**src/sv/assert_macros.svh**
```systemverilog
// Assertion helpers shared by upe_front and upe_queue.
// Each macro expects clk and rst_n in scope.
`ifndef ASSERT_MACROS_SVH
`define ASSERT_MACROS_SVH

// Same-cycle implication, checked outside reset.
`define ASSERT_IMPL(label, ante, cons, msg) \
  label: assert property (@(posedge clk) disable iff (!rst_n) (ante) |-> (cons)) \
    else $error(msg);

// Next-cycle implication, checked outside reset.
`define ASSERT_NEXT(label, ante, cons, msg) \
  label: assert property (@(posedge clk) disable iff (!rst_n) (ante) |=> (cons)) \
    else $error(msg);

`endif

```
**src/sv/upe_pkg.sv**
```systemverilog
package upe_pkg;

  // Link header lengths and IPv4/UDP constants
  localparam logic [4:0]  LINK_LEN_ETH = 5'd14;
  localparam logic [4:0]  LINK_LEN_SLL = 5'd16;
  localparam logic [15:0] TYPE_IPV4    = 16'h0800;
  localparam logic [3:0]  IP_VERSION   = 4'd4;
  localparam logic [15:0] FRAG_MASK    = 16'h1fff;
  localparam logic [15:0] MORE_FRAGS   = 16'h2000;
  localparam logic [7:0]  PROTO_UDP    = 8'd17;
  localparam logic [15:0] IP_MIN       = 16'd20;
  localparam logic [15:0] UDP_MIN      = 16'd8;

  // Default depth of the queue between front and back
  localparam int QUEUE_DEPTH_DEF = 2;

  typedef enum logic [3:0] {
    ST_OK          = 4'd0,
    ST_FRAME_SHORT = 4'd1,
    ST_IP_SHORT    = 4'd2,
    ST_ETHERTYPE   = 4'd3,
    ST_VERSION     = 4'd4,
    ST_FRAGMENT    = 4'd5,
    ST_NOT_UDP     = 4'd6,
    ST_IHL         = 4'd7,
    ST_IP_LEN      = 4'd8,
    ST_UDP_SHORT   = 4'd9,
    ST_UDP_LEN     = 4'd10
  } status_t;

  // One result beat as it travels from front to back
  typedef struct packed {
    logic       data_valid;
    logic [7:0] payload_byte;
    logic       frame_done;
    status_t    status;
  } res_t;

endpackage

```
**src/sv/upe_if.sv**
```systemverilog
interface upe_in_if;
  logic       valid;
  logic       ready;
  logic [7:0] frame_byte;
  logic       end_of_frame;
  modport source (output valid, output frame_byte, output end_of_frame, input ready);
  modport sink (input valid, input frame_byte, input end_of_frame, output ready);
endinterface

interface upe_out_if;
  logic       valid;
  logic       ready;
  logic       data_valid;
  logic [7:0] payload_byte;
  logic       frame_done;
  logic [3:0] status;
  modport source (output valid, output data_valid, output payload_byte,
                  output frame_done, output status, input ready);
  modport sink (input valid, input data_valid, input payload_byte,
                input frame_done, input status, output ready);
endinterface

interface upe_cfg_if;
  logic valid;
  logic ready;
  logic data;
  modport source (output valid, output data, input ready);
  modport sink (input valid, input data, output ready);
endinterface

```
**src/sv/upe_front.sv**
```systemverilog
`include "assert_macros.svh"

module upe_front
  import upe_pkg::*;
(
  input  logic      clk,
  input  logic      rst_n,
  upe_in_if.sink    in_ch,
  upe_cfg_if.sink   cfg_ch,
  input  logic      q_ready,
  output logic      push,
  output res_t      push_res
);

  // Checks that need no frame size, first failing one wins
  function automatic status_t header_status(input logic [15:0] tw,
                                            input logic [7:0]  vi,
                                            input logic [15:0] tot,
                                            input logic [15:0] ff,
                                            input logic [7:0]  proto,
                                            input logic [15:0] udp);
    logic [15:0] h;
    logic [15:0] room;
    status_t     st;
    h    = {10'd0, vi[3:0], 2'b00};
    room = tot - h;
    if (tw != TYPE_IPV4)                    st = ST_ETHERTYPE;
    else if (vi[7:4] != IP_VERSION)         st = ST_VERSION;
    else if ((ff & (MORE_FRAGS | FRAG_MASK)) != 16'd0) st = ST_FRAGMENT;
    else if (proto != PROTO_UDP)            st = ST_NOT_UDP;
    else if (h < IP_MIN)                    st = ST_IHL;
    else if (tot < h)                       st = ST_IP_LEN;
    else if (room < UDP_MIN)                st = ST_UDP_SHORT;
    else if (udp < UDP_MIN || udp > room)   st = ST_UDP_LEN;
    else                                    st = ST_OK;
    return st;
  endfunction

  logic        link_type_r;
  logic [16:0] pos_r, pos_nxt;
  logic [7:0]  held_r, held_nxt;
  logic [15:0] type_r, type_nxt;
  logic [7:0]  vi_r, vi_nxt;
  logic [15:0] tot_r, tot_nxt;
  logic [15:0] ff_r, ff_nxt;
  logic [7:0]  proto_r, proto_nxt;
  logic [15:0] udp_r, udp_nxt;

  logic        accept;
  logic        last;
  logic [7:0]  b;
  logic [4:0]  link_len;
  logic [16:0] link_len17;
  logic        in_ip;
  logic [16:0] rel;
  logic [16:0] h17;
  logic [15:0] word;
  logic        fwd;
  status_t     hs_cur;
  status_t     hs_fin;
  status_t     st_fin;
  logic [17:0] size;
  logic [17:0] ip_size;
  logic [17:0] h_fin18;
  logic [17:0] tot_fin18;

  assign cfg_ch.ready = 1'b1;
  assign in_ch.ready  = q_ready;
  assign accept       = in_ch.valid && q_ready;
  assign last         = in_ch.end_of_frame;
  assign b            = in_ch.frame_byte;

  // Position within the link and IP headers
  assign link_len   = link_type_r ? LINK_LEN_SLL : LINK_LEN_ETH;
  assign link_len17 = {12'd0, link_len};
  assign in_ip      = pos_r >= link_len17;
  assign rel        = pos_r - link_len17;
  assign h17        = {11'd0, vi_r[3:0], 2'b00};
  assign word       = {held_r, b};

  // Header fields stay put on any byte that can forward, so the held fields decide
  assign hs_cur = header_status(type_r, vi_r, tot_r, ff_r, proto_r, udp_r);
  assign fwd    = in_ip && (rel != 17'd0) && (rel >= h17 + 17'd8) &&
                  (rel < h17 + {1'b0, udp_r}) && (hs_cur == ST_OK);

  // Capture header fields as they pass
  always_comb begin
    type_nxt  = type_r;
    vi_nxt    = vi_r;
    tot_nxt   = tot_r;
    ff_nxt    = ff_r;
    proto_nxt = proto_r;
    udp_nxt   = udp_r;
    if (pos_r == link_len17 - 17'd1) begin
      type_nxt = word;
    end
    if (in_ip) begin
      if (rel == 17'd0)      vi_nxt    = b;
      else if (rel == 17'd3) tot_nxt   = word;
      else if (rel == 17'd7) ff_nxt    = word;
      else if (rel == 17'd9) proto_nxt = b;
      if (rel != 17'd0 && rel == h17 + 17'd5) begin
        udp_nxt = word;
      end
    end
  end

  // Final status from the fields as they stand after this byte
  assign size      = {1'b0, pos_r} + 18'd1;
  assign ip_size   = size - {13'd0, link_len};
  assign h_fin18   = {12'd0, vi_nxt[3:0], 2'b00};
  assign tot_fin18 = {2'd0, tot_nxt};
  assign hs_fin    = header_status(type_nxt, vi_nxt, tot_nxt, ff_nxt, proto_nxt, udp_nxt);

  always_comb begin
    if (size < {13'd0, link_len})                        st_fin = ST_FRAME_SHORT;
    else if (ip_size < 18'd20)                           st_fin = ST_IP_SHORT;
    else if (hs_fin != ST_OK && hs_fin < ST_IP_LEN)      st_fin = hs_fin;
    else if (tot_fin18 > ip_size || tot_fin18 < h_fin18) st_fin = ST_IP_LEN;
    else                                                 st_fin = hs_fin;
  end

  // Build the result beat for payload and final bytes
  assign push                  = accept && (fwd || last);
  assign push_res.data_valid   = fwd;
  assign push_res.payload_byte = fwd ? b : 8'd0;
  assign push_res.frame_done   = last;
  assign push_res.status       = last ? st_fin : ST_OK;

  // Advance position, clear per-frame state on the final byte
  always_comb begin
    pos_nxt  = pos_r;
    held_nxt = held_r;
    if (accept) begin
      held_nxt = b;
      if (last) begin
        pos_nxt  = 17'd0;
        held_nxt = 8'd0;
      end else if (pos_r != {17{1'b1}}) begin
        pos_nxt = pos_r + 17'd1;
      end
    end
  end

  always_ff @(posedge clk) begin
    if (!rst_n) begin
      link_type_r <= 1'b0;
      pos_r       <= '0;
      held_r      <= '0;
      type_r      <= '0;
      vi_r        <= '0;
      tot_r       <= '0;
      ff_r        <= '0;
      proto_r     <= '0;
      udp_r       <= '0;
    end else begin
      if (cfg_ch.valid) begin
        link_type_r <= cfg_ch.data;
      end
      pos_r  <= pos_nxt;
      held_r <= held_nxt;
      if (accept && last) begin
        type_r  <= '0;
        vi_r    <= '0;
        tot_r   <= '0;
        ff_r    <= '0;
        proto_r <= '0;
        udp_r   <= '0;
      end else if (accept) begin
        type_r  <= type_nxt;
        vi_r    <= vi_nxt;
        tot_r   <= tot_nxt;
        ff_r    <= ff_nxt;
        proto_r <= proto_nxt;
        udp_r   <= udp_nxt;
      end
    end
  end

  `ASSERT_NEXT(a_frame_restart, accept && last, pos_r == 17'd0 && vi_r == 8'd0,
               "per-frame state not cleared after final byte")
  `ASSERT_IMPL(a_fwd_past_headers, fwd, pos_r >= link_len17 + 17'd28,
               "payload forwarded inside the headers")

endmodule

```
**src/sv/upe_queue.sv**
```systemverilog
`include "assert_macros.svh"

module upe_queue
  import upe_pkg::*;
#(
  parameter int DEPTH = QUEUE_DEPTH_DEF
) (
  input  logic clk,
  input  logic rst_n,
  input  logic push,
  input  res_t push_res,
  output logic q_ready,
  input  logic pop,
  output logic q_valid,
  output res_t q_head
);

  localparam int PW = (DEPTH > 1) ? $clog2(DEPTH) : 1;
  localparam int CW = $clog2(DEPTH + 1);
  localparam logic [PW-1:0] LAST_SLOT = PW'(DEPTH - 1);
  localparam logic [CW-1:0] FULL      = CW'(DEPTH);

  res_t          mem_r [DEPTH];
  logic [PW-1:0] wr_ptr_r, wr_ptr_nxt;
  logic [PW-1:0] rd_ptr_r, rd_ptr_nxt;
  logic [CW-1:0] count_r, count_nxt;
  logic          do_push;
  logic          do_pop;

  assign q_ready = count_r != FULL;
  assign q_valid = count_r != '0;
  assign q_head  = mem_r[rd_ptr_r];
  assign do_push = push && q_ready;
  assign do_pop  = pop && q_valid;

  // Advance pointers and occupancy
  always_comb begin
    wr_ptr_nxt = wr_ptr_r;
    rd_ptr_nxt = rd_ptr_r;
    count_nxt  = count_r;
    if (do_push) begin
      wr_ptr_nxt = (wr_ptr_r == LAST_SLOT) ? '0 : wr_ptr_r + PW'(1);
    end
    if (do_pop) begin
      rd_ptr_nxt = (rd_ptr_r == LAST_SLOT) ? '0 : rd_ptr_r + PW'(1);
    end
    if (do_push && !do_pop) begin
      count_nxt = count_r + CW'(1);
    end else if (do_pop && !do_push) begin
      count_nxt = count_r - CW'(1);
    end
  end

  always_ff @(posedge clk) begin
    if (!rst_n) begin
      wr_ptr_r <= '0;
      rd_ptr_r <= '0;
      count_r  <= '0;
    end else begin
      wr_ptr_r <= wr_ptr_nxt;
      rd_ptr_r <= rd_ptr_nxt;
      count_r  <= count_nxt;
    end
  end

  // Store the beat
  always_ff @(posedge clk) begin
    if (do_push) begin
      mem_r[wr_ptr_r] <= push_res;
    end
  end

  `ASSERT_IMPL(a_no_overflow, push, q_ready, "beat pushed into a full queue")
  `ASSERT_NEXT(a_drain_to_empty, count_r == CW'(1) && do_pop && !do_push, !q_valid,
               "queue not empty after last beat popped")

endmodule

```
**src/sv/upe_back.sv**
```systemverilog
module upe_back
  import upe_pkg::*;
(
  input  logic      clk,
  input  logic      rst_n,
  input  logic      q_valid,
  input  res_t      q_head,
  output logic      pop,
  upe_out_if.source out_ch
);

  logic out_valid_r, out_valid_nxt;
  res_t out_res_r;

  // Load the output register whenever it is empty or being drained
  assign pop = q_valid && (!out_valid_r || out_ch.ready);

  always_comb begin
    out_valid_nxt = out_valid_r;
    if (pop) begin
      out_valid_nxt = 1'b1;
    end else if (out_ch.ready) begin
      out_valid_nxt = 1'b0;
    end
  end

  always_ff @(posedge clk) begin
    if (!rst_n) begin
      out_valid_r <= 1'b0;
    end else begin
      out_valid_r <= out_valid_nxt;
    end
  end

  always_ff @(posedge clk) begin
    if (pop) begin
      out_res_r <= q_head;
    end
  end

  assign out_ch.valid        = out_valid_r;
  assign out_ch.data_valid   = out_res_r.data_valid;
  assign out_ch.payload_byte = out_res_r.payload_byte;
  assign out_ch.frame_done   = out_res_r.frame_done;
  assign out_ch.status       = out_res_r.status;

endmodule

```
**src/sv/udp_payload_extractor_top.sv**
```systemverilog
// UDP payload extractor for captured frames.
// in_ch takes one frame byte per beat, end_of_frame set on the final byte.
// cfg_ch writes link_type (0 Ethernet, 14-byte header; 1 Linux cooked, 16 bytes);
// write it between frames, it is always ready.
// out_ch gives one beat for every UDP payload byte (data_valid set) and one
// for every final byte (frame_done set, status holds the frame's result code).
// Payload is forwarded before the frame size is known: drop it when the
// final status is not zero.
// Throughput: one byte per cycle while the queue is not full; the front classifies
// a byte in the cycle it is accepted. A result reaches out_ch through a queue
// write, then an output register load.
// When out_ch stalls, results collect in the queue and the output register;
// in_ch.ready drops only when the queue is full.
// Reset (rst_n low, synchronous) empties the queue and output register,
// clears frame state and sets link_type to Ethernet. No clearing pass.
module udp_payload_extractor_top
  import upe_pkg::*;
#(
  parameter int QUEUE_DEPTH = QUEUE_DEPTH_DEF
) (
  input  logic      clk,
  input  logic      rst_n,
  upe_in_if.sink    in_ch,
  upe_cfg_if.sink   cfg_ch,
  upe_out_if.source out_ch
);

  logic push;
  res_t push_res;
  logic q_ready;
  logic pop;
  logic q_valid;
  res_t q_head;

  upe_front u_front (
    .clk      (clk),
    .rst_n    (rst_n),
    .in_ch    (in_ch),
    .cfg_ch   (cfg_ch),
    .q_ready  (q_ready),
    .push     (push),
    .push_res (push_res)
  );

  upe_queue #(
    .DEPTH (QUEUE_DEPTH)
  ) u_queue (
    .clk      (clk),
    .rst_n    (rst_n),
    .push     (push),
    .push_res (push_res),
    .q_ready  (q_ready),
    .pop      (pop),
    .q_valid  (q_valid),
    .q_head   (q_head)
  );

  upe_back u_back (
    .clk     (clk),
    .rst_n   (rst_n),
    .q_valid (q_valid),
    .q_head  (q_head),
    .pop     (pop),
    .out_ch  (out_ch)
  );

endmodule

```
**src/flat_wrapper.sv**
```systemverilog
// flat-port wrapper written by rule: the top's interface ports become plain ports
module udp_payload_extractor_top_flat import upe_pkg::*;
#(
  parameter int QUEUE_DEPTH = QUEUE_DEPTH_DEF
)
  (clk, rst_n, in_ch_valid, in_ch_frame_byte, in_ch_end_of_frame, in_ch_ready, cfg_ch_valid, cfg_ch_data, cfg_ch_ready, out_ch_valid, out_ch_data_valid, out_ch_payload_byte, out_ch_frame_done, out_ch_status, out_ch_ready);
  upe_in_if in_ch_i ();
  upe_cfg_if cfg_ch_i ();
  upe_out_if out_ch_i ();
  input  logic clk;
  input  logic rst_n;
  input wire logic [$bits(in_ch_i.valid)-1:0] in_ch_valid;
  input wire logic [$bits(in_ch_i.frame_byte)-1:0] in_ch_frame_byte;
  input wire logic [$bits(in_ch_i.end_of_frame)-1:0] in_ch_end_of_frame;
  output wire logic [$bits(in_ch_i.ready)-1:0] in_ch_ready;
  input wire logic [$bits(cfg_ch_i.valid)-1:0] cfg_ch_valid;
  input wire logic [$bits(cfg_ch_i.data)-1:0] cfg_ch_data;
  output wire logic [$bits(cfg_ch_i.ready)-1:0] cfg_ch_ready;
  output wire logic [$bits(out_ch_i.valid)-1:0] out_ch_valid;
  output wire logic [$bits(out_ch_i.data_valid)-1:0] out_ch_data_valid;
  output wire logic [$bits(out_ch_i.payload_byte)-1:0] out_ch_payload_byte;
  output wire logic [$bits(out_ch_i.frame_done)-1:0] out_ch_frame_done;
  output wire logic [$bits(out_ch_i.status)-1:0] out_ch_status;
  input wire logic [$bits(out_ch_i.ready)-1:0] out_ch_ready;
  assign in_ch_i.valid = in_ch_valid;
  assign in_ch_i.frame_byte = in_ch_frame_byte;
  assign in_ch_i.end_of_frame = in_ch_end_of_frame;
  assign in_ch_ready = in_ch_i.ready;
  assign cfg_ch_i.valid = cfg_ch_valid;
  assign cfg_ch_i.data = cfg_ch_data;
  assign cfg_ch_ready = cfg_ch_i.ready;
  assign out_ch_valid = out_ch_i.valid;
  assign out_ch_data_valid = out_ch_i.data_valid;
  assign out_ch_payload_byte = out_ch_i.payload_byte;
  assign out_ch_frame_done = out_ch_i.frame_done;
  assign out_ch_status = out_ch_i.status;
  assign out_ch_i.ready = out_ch_ready;
  udp_payload_extractor_top #(.QUEUE_DEPTH(QUEUE_DEPTH)) u_core (.clk(clk), .rst_n(rst_n), .in_ch(in_ch_i), .cfg_ch(cfg_ch_i), .out_ch(out_ch_i));
endmodule
```
**config.mk**
```make
export PLATFORM = sky130hd
export DESIGN_NAME = udp_payload_extractor_top_flat
export DESIGN_NICKNAME = d
export VERILOG_FILES = /design/src/sv/upe_pkg.sv /design/src/sv/upe_if.sv /design/src/sv/upe_front.sv /design/src/sv/upe_queue.sv /design/src/sv/upe_back.sv /design/src/sv/udp_payload_extractor_top.sv /design/src/flat_wrapper.sv
export VERILOG_INCLUDE_DIRS = /design/src /design/src/sv
export SDC_FILE = /design/constraint.sdc
export NUM_CORES = 1
export LEC_CHECK = 0
export ABC_AREA = 1
export BUFFER_PORTS_ARGS = -buffer_cell sky130_fd_sc_hd__buf_4
export CAP_MARGIN = 40
export CORE_ASPECT_RATIO = 1.1
export CORE_MARGIN = 5
export CORE_UTILIZATION = 58
export DETAILED_ROUTE_END_ITERATION = 10
export GPL_ROUTABILITY_DRIVEN = 0
export PLACE_DENSITY_LB_ADDON = 0.3
export SLEW_MARGIN = 20
export SYNTH_ARGS = -nofsm -noshare
export SYNTH_HDL_FRONTEND = slang
export SYNTH_SLANG_ARGS = --single-unit
```
**constraint.sdc**
```tcl
create_clock -name clk -period 5.4 [get_ports clk]
set_clock_uncertainty 0.15 [all_clocks]
set_input_delay 0.54 -clock clk [delete_from_list [all_inputs] [get_ports clk]]
set_output_delay 0.54 -clock clk [all_outputs]
set_load 0.05 [all_outputs]
```
==> impl_metrics.tcl <==
set metrics [dict create \
    outcome "finished with violations" \
    violations "setup timing" \
    vias 11288 \
    vias_per_cell 5.82 \
    die_y_um 155 \
    final_nets 1795 \
    hp-class "in -> reg" \
    grt_pass1_vias 10462 \
    hold_viol_final 0 \
    start_kind "register" \
    min_from "in_ch_end_of_frame" \
    intPower_mw 2.87 \
    clk_pin_slew_ns 0.07 \
    p_sw_mw 2.16 \
    yosysTopAreaCellShare_pct 19.7 \
    drv_slew 0 \
    worst_pin_slew_ns 0.914 \
    rsz0062_at_grt "yes" \
    fin_ws_ns -0.151 \
    die_w_um 142 \
    final_cells 1941 \
    period_needed_ns 5.55 \
    cts_buffer_depth 2 \
    final_common_cell "nand2_1" \
    drive_gt1_share_pct 16.9 \
    clk-insertion-delay-late_ns 0.44 \
    ys_types 53 \
    pwr-share-clk_pct 25.3 \
    cts_hold_buf 0 \
    finalSetupViolCount 4 \
    seq_power_share_pct 29.9 \
    core_mm2 0.0190 \
    cp-startpoint "u_core.u_front.link_type_r$_SDFFE_PN0P_" \
    whs_ns 0.180 \
    place_area_mm2 0.0120 \
    switching_share_pct 43.0 \
    first_iter_violations 1351 \
    cts_buffers 17 \
    cap_violations 0 \
    gr-total-overflow 0 \
    end_kind "register" \
    power_density_mw_per_mm2 382 \
    ys_warn_count 0 \
    dr.pass1.iters 7 \
    relSlewSlack_pct 37.5 \
    setup-tns-final_ns -0.548 \
    cp_data_arrival_time_ns 5.58 \
    pin_count 32 \
    synthArstFlopShare_pct 0 \
    layout_common_cells "nand2_1 (267), inv_1 (256), nor2_1 (143)" \
    post-place-cells 1893 \
    syn_area_per_cell_um2 6.99 \
    syn_area_mm2 0.0111 \
    synth_nets 1701 \
    reg2reg_from "u_core.u_front.link_type_r$_SDFFE_PN0P_" \
    tritoncts "done" \
    final.fill_count 1460 \
    antenna_found_initial 0 \
    pre_cts_ws_ns -0.0975 \
    htree_levels 4 \
    start_util_pct 58.5 \
    pwr-share-comb_pct 44.8 \
    rows 53 \
    seqCellArea_mm2 0.00345 \
    critPathMaxFanout 6 \
    multi_input_area_mm2 0.00679 \
    cp.required_ns 5.42 \
    synthFlopType "dfxtp_1" \
    cts_sinks 151 \
    critPathSlowestCell "fa_2" \
    synth-seq-cells 151 \
    fin_area_mm2 0.0132 \
    synth_area_leaders "dfxtp_1 (20%), edfxtp_1 (11%), ha_1 (11%)" \
    wl_um 34400 \
    fin_crit_sh_pct 103 \
    drc_errors 0 \
    yosys.area.top_type "dfxtp_1" \
    slowest_delay_ns 0.43 \
    crit_top_cell "nand2_1" \
    syn2layout_area_growth_pct 18.7 \
    grt_pass1_wl_um 52700 \
    synth_edf_count 42 \
    insertedDiodeCount 0 \
    r2r_cells 39 \
    grt_usage_pct 30.1 \
    dp_hpwl_um 25400 \
    ant_nets 0 \
    dieArea_mm2 0.0220 \
    hold-path-endpoint "u_core.u_queue.mem_r[1][4]$_DFFE_PP_" \
    clock-root-buffer "clkbuf_16" \
    wire_per_inst_um 17.7 \
    yosysSeqAreaShare_pct 31.0 \
    grt_max_degree 90 \
    postLayoutCoreUtil_pct 69.4 \
    p_total_mw 5.03 \
    io_buffers 30 \
    worstSetupPathType "reg -> reg" \
    r2r_end "u_core.u_queue.mem_r[0][1]$_DFFE_PP_" \
    reg2reg_setup_slack_ns -0.15 \
    clock.fmax_ghz 0.180 \
    power.leakage_nw 6.57 \
    syn_inst 1587 \
    ir_drop_uv 305 \
    whs_path_depth 1 \
]
==> final cells by class <==
class | instances | area share [%]
Clock buffer | 18 | 3.26
Clock inverter | 14 | 1.41
Inverter | 273 | 7.84
Multi-Input combinational cell | 1113 | 51.6
Sequential cell | 151 | 26.2
Tap cell | 247 | 2.35
Timing Repair Buffer | 125 | 7.37
==> routing by layer <==
layer	global-route usage, %	part of all wire (%)	vias up
met3	5.29	8.4	170
li1	-	-	5391
met1	37.3	39	5107
met5	0	0	-
met2	49.2	47	620
met4	17.5	6.4	0
==> power groups by stage <==
stage	Combinational (mW)	Sequential (mW)	Clock, mW
final	2.25	1.50	1.27
after global routing	2.47	1.52	1.32
after CTS	2.08	1.50	1.27
after detailed placement	2.05	1.52	0
after global placement	1.99	1.51	0
after floorplan	1.27	1.66	0
==> Yosys cell counts, types with 2 or more instances <==
master / n
nor3b_1: 2
a211oi_1: 13
nand2_1: 279
nand4_1: 34
o211ai_1: 8
o21ai_0: 141
edfxtp_1: 42
nor2_4: 6
nor2_2: 10
or2_2: 4
a21oi_2: 2
xor2_1: 55
clkinv_1: 2
and2_1: 2
o311ai_0: 2
a31oi_1: 2
a2111oi_0: 2
nor3_1: 21
xnor2_1: 9
buf_2: 2
buf_6: 3
buf_4: 3
nor2_8: 2
nand3_2: 3
a21oi_1: 137
fa_1: 5
inv_2: 9
inv_1: 262
ha_1: 94
nand3_1: 66
o21ai_1: 4
o21ai_2: 3
o21bai_1: 2
nor2_1: 153
nor4_1: 22
dfxtp_1: 109
clkbuf_1: 40
nand3b_1: 4
buf_1: 2
nand2_2: 13
==> critical path: cells and delay by family (launching register included) <==
family,cells,cell delay (ns)
simple gates,24,2.35
compound gates,5,0.65
xor+xnor,1,0.21
fa+ha+maj,4,1.10
buf+inv,5,0.47
flops,1,0.34
==> repair_timing <==
action	CTS	global route
buffers inserted	0	15
pin swaps	1	45
resized for setup	15	90
setup endpoints to repair	27	37
==> kinds of logic (layout without fill, tap and decap cells) <==
kind of cell / Yosys count / count (layout) / synth area share (%)
other: 1 / 1 / 0.0338
buffers and inverters: 323 / 430 / 11.3
AO/OA/AOI/OAI: 323 / 323 / 15.7
adder cells (fa/ha/maj): 99 / 99 / 11.5
AND/OR/NAND/NOR: 626 / 626 / 25.5
XOR/XNOR: 64 / 64 / 5.05
flip-flops: 151 / 151 / 31.0
==> worst max path at each step <==
stage | end | slack [ns] | depth (start not counted)
detailed placement | u_core.u_queue.count_r[1]$_SDFFE_PN0P_ | -0.1 | 25
floorplan | u_core.u_queue.mem_r[0][1]$_DFFE_PP_ | 0.02 | 41
CTS | u_core.u_queue.count_r[1]$_SDFFE_PN0P_ | 0.005 | 25
global route | u_core.u_queue.mem_r[1][1]$_DFFE_PP_ | -0.39 | 41
finish | u_core.u_queue.mem_r[0][1]$_DFFE_PP_ | -0.15 | 39
global placement | u_core.u_queue.count_r[1]$_SDFFE_PN0P_ | -0.02 | 25
==> state kept, by name (all words and copies together), names as in the netlist <==
register,flops
u_core.u_queue.mem_r,28
u_core.u_front.pos_r,17
u_core.u_front.tot_r,16
u_core.u_front.type_r,16
u_core.u_front.udp_r,16
u_core.u_front.ff_r,14
u_core.u_back.out_ch.payload_byte,8
u_core.u_front.held_r,8
u_core.u_front.proto_r,8
u_core.u_front.vi_r,8
u_core.u_back.out_ch.status,4
u_core.u_queue.count_r,2
u_core.u_back.out_ch.data_valid,1
u_core.u_back.out_ch.frame_done,1
u_core.u_back.out_ch.valid,1
u_core.u_front.link_type_r,1
u_core.u_queue.rd_ptr_r,1
u_core.u_queue.wr_ptr_r,1
Note: power is estimated with default switching activity, not from simulation.
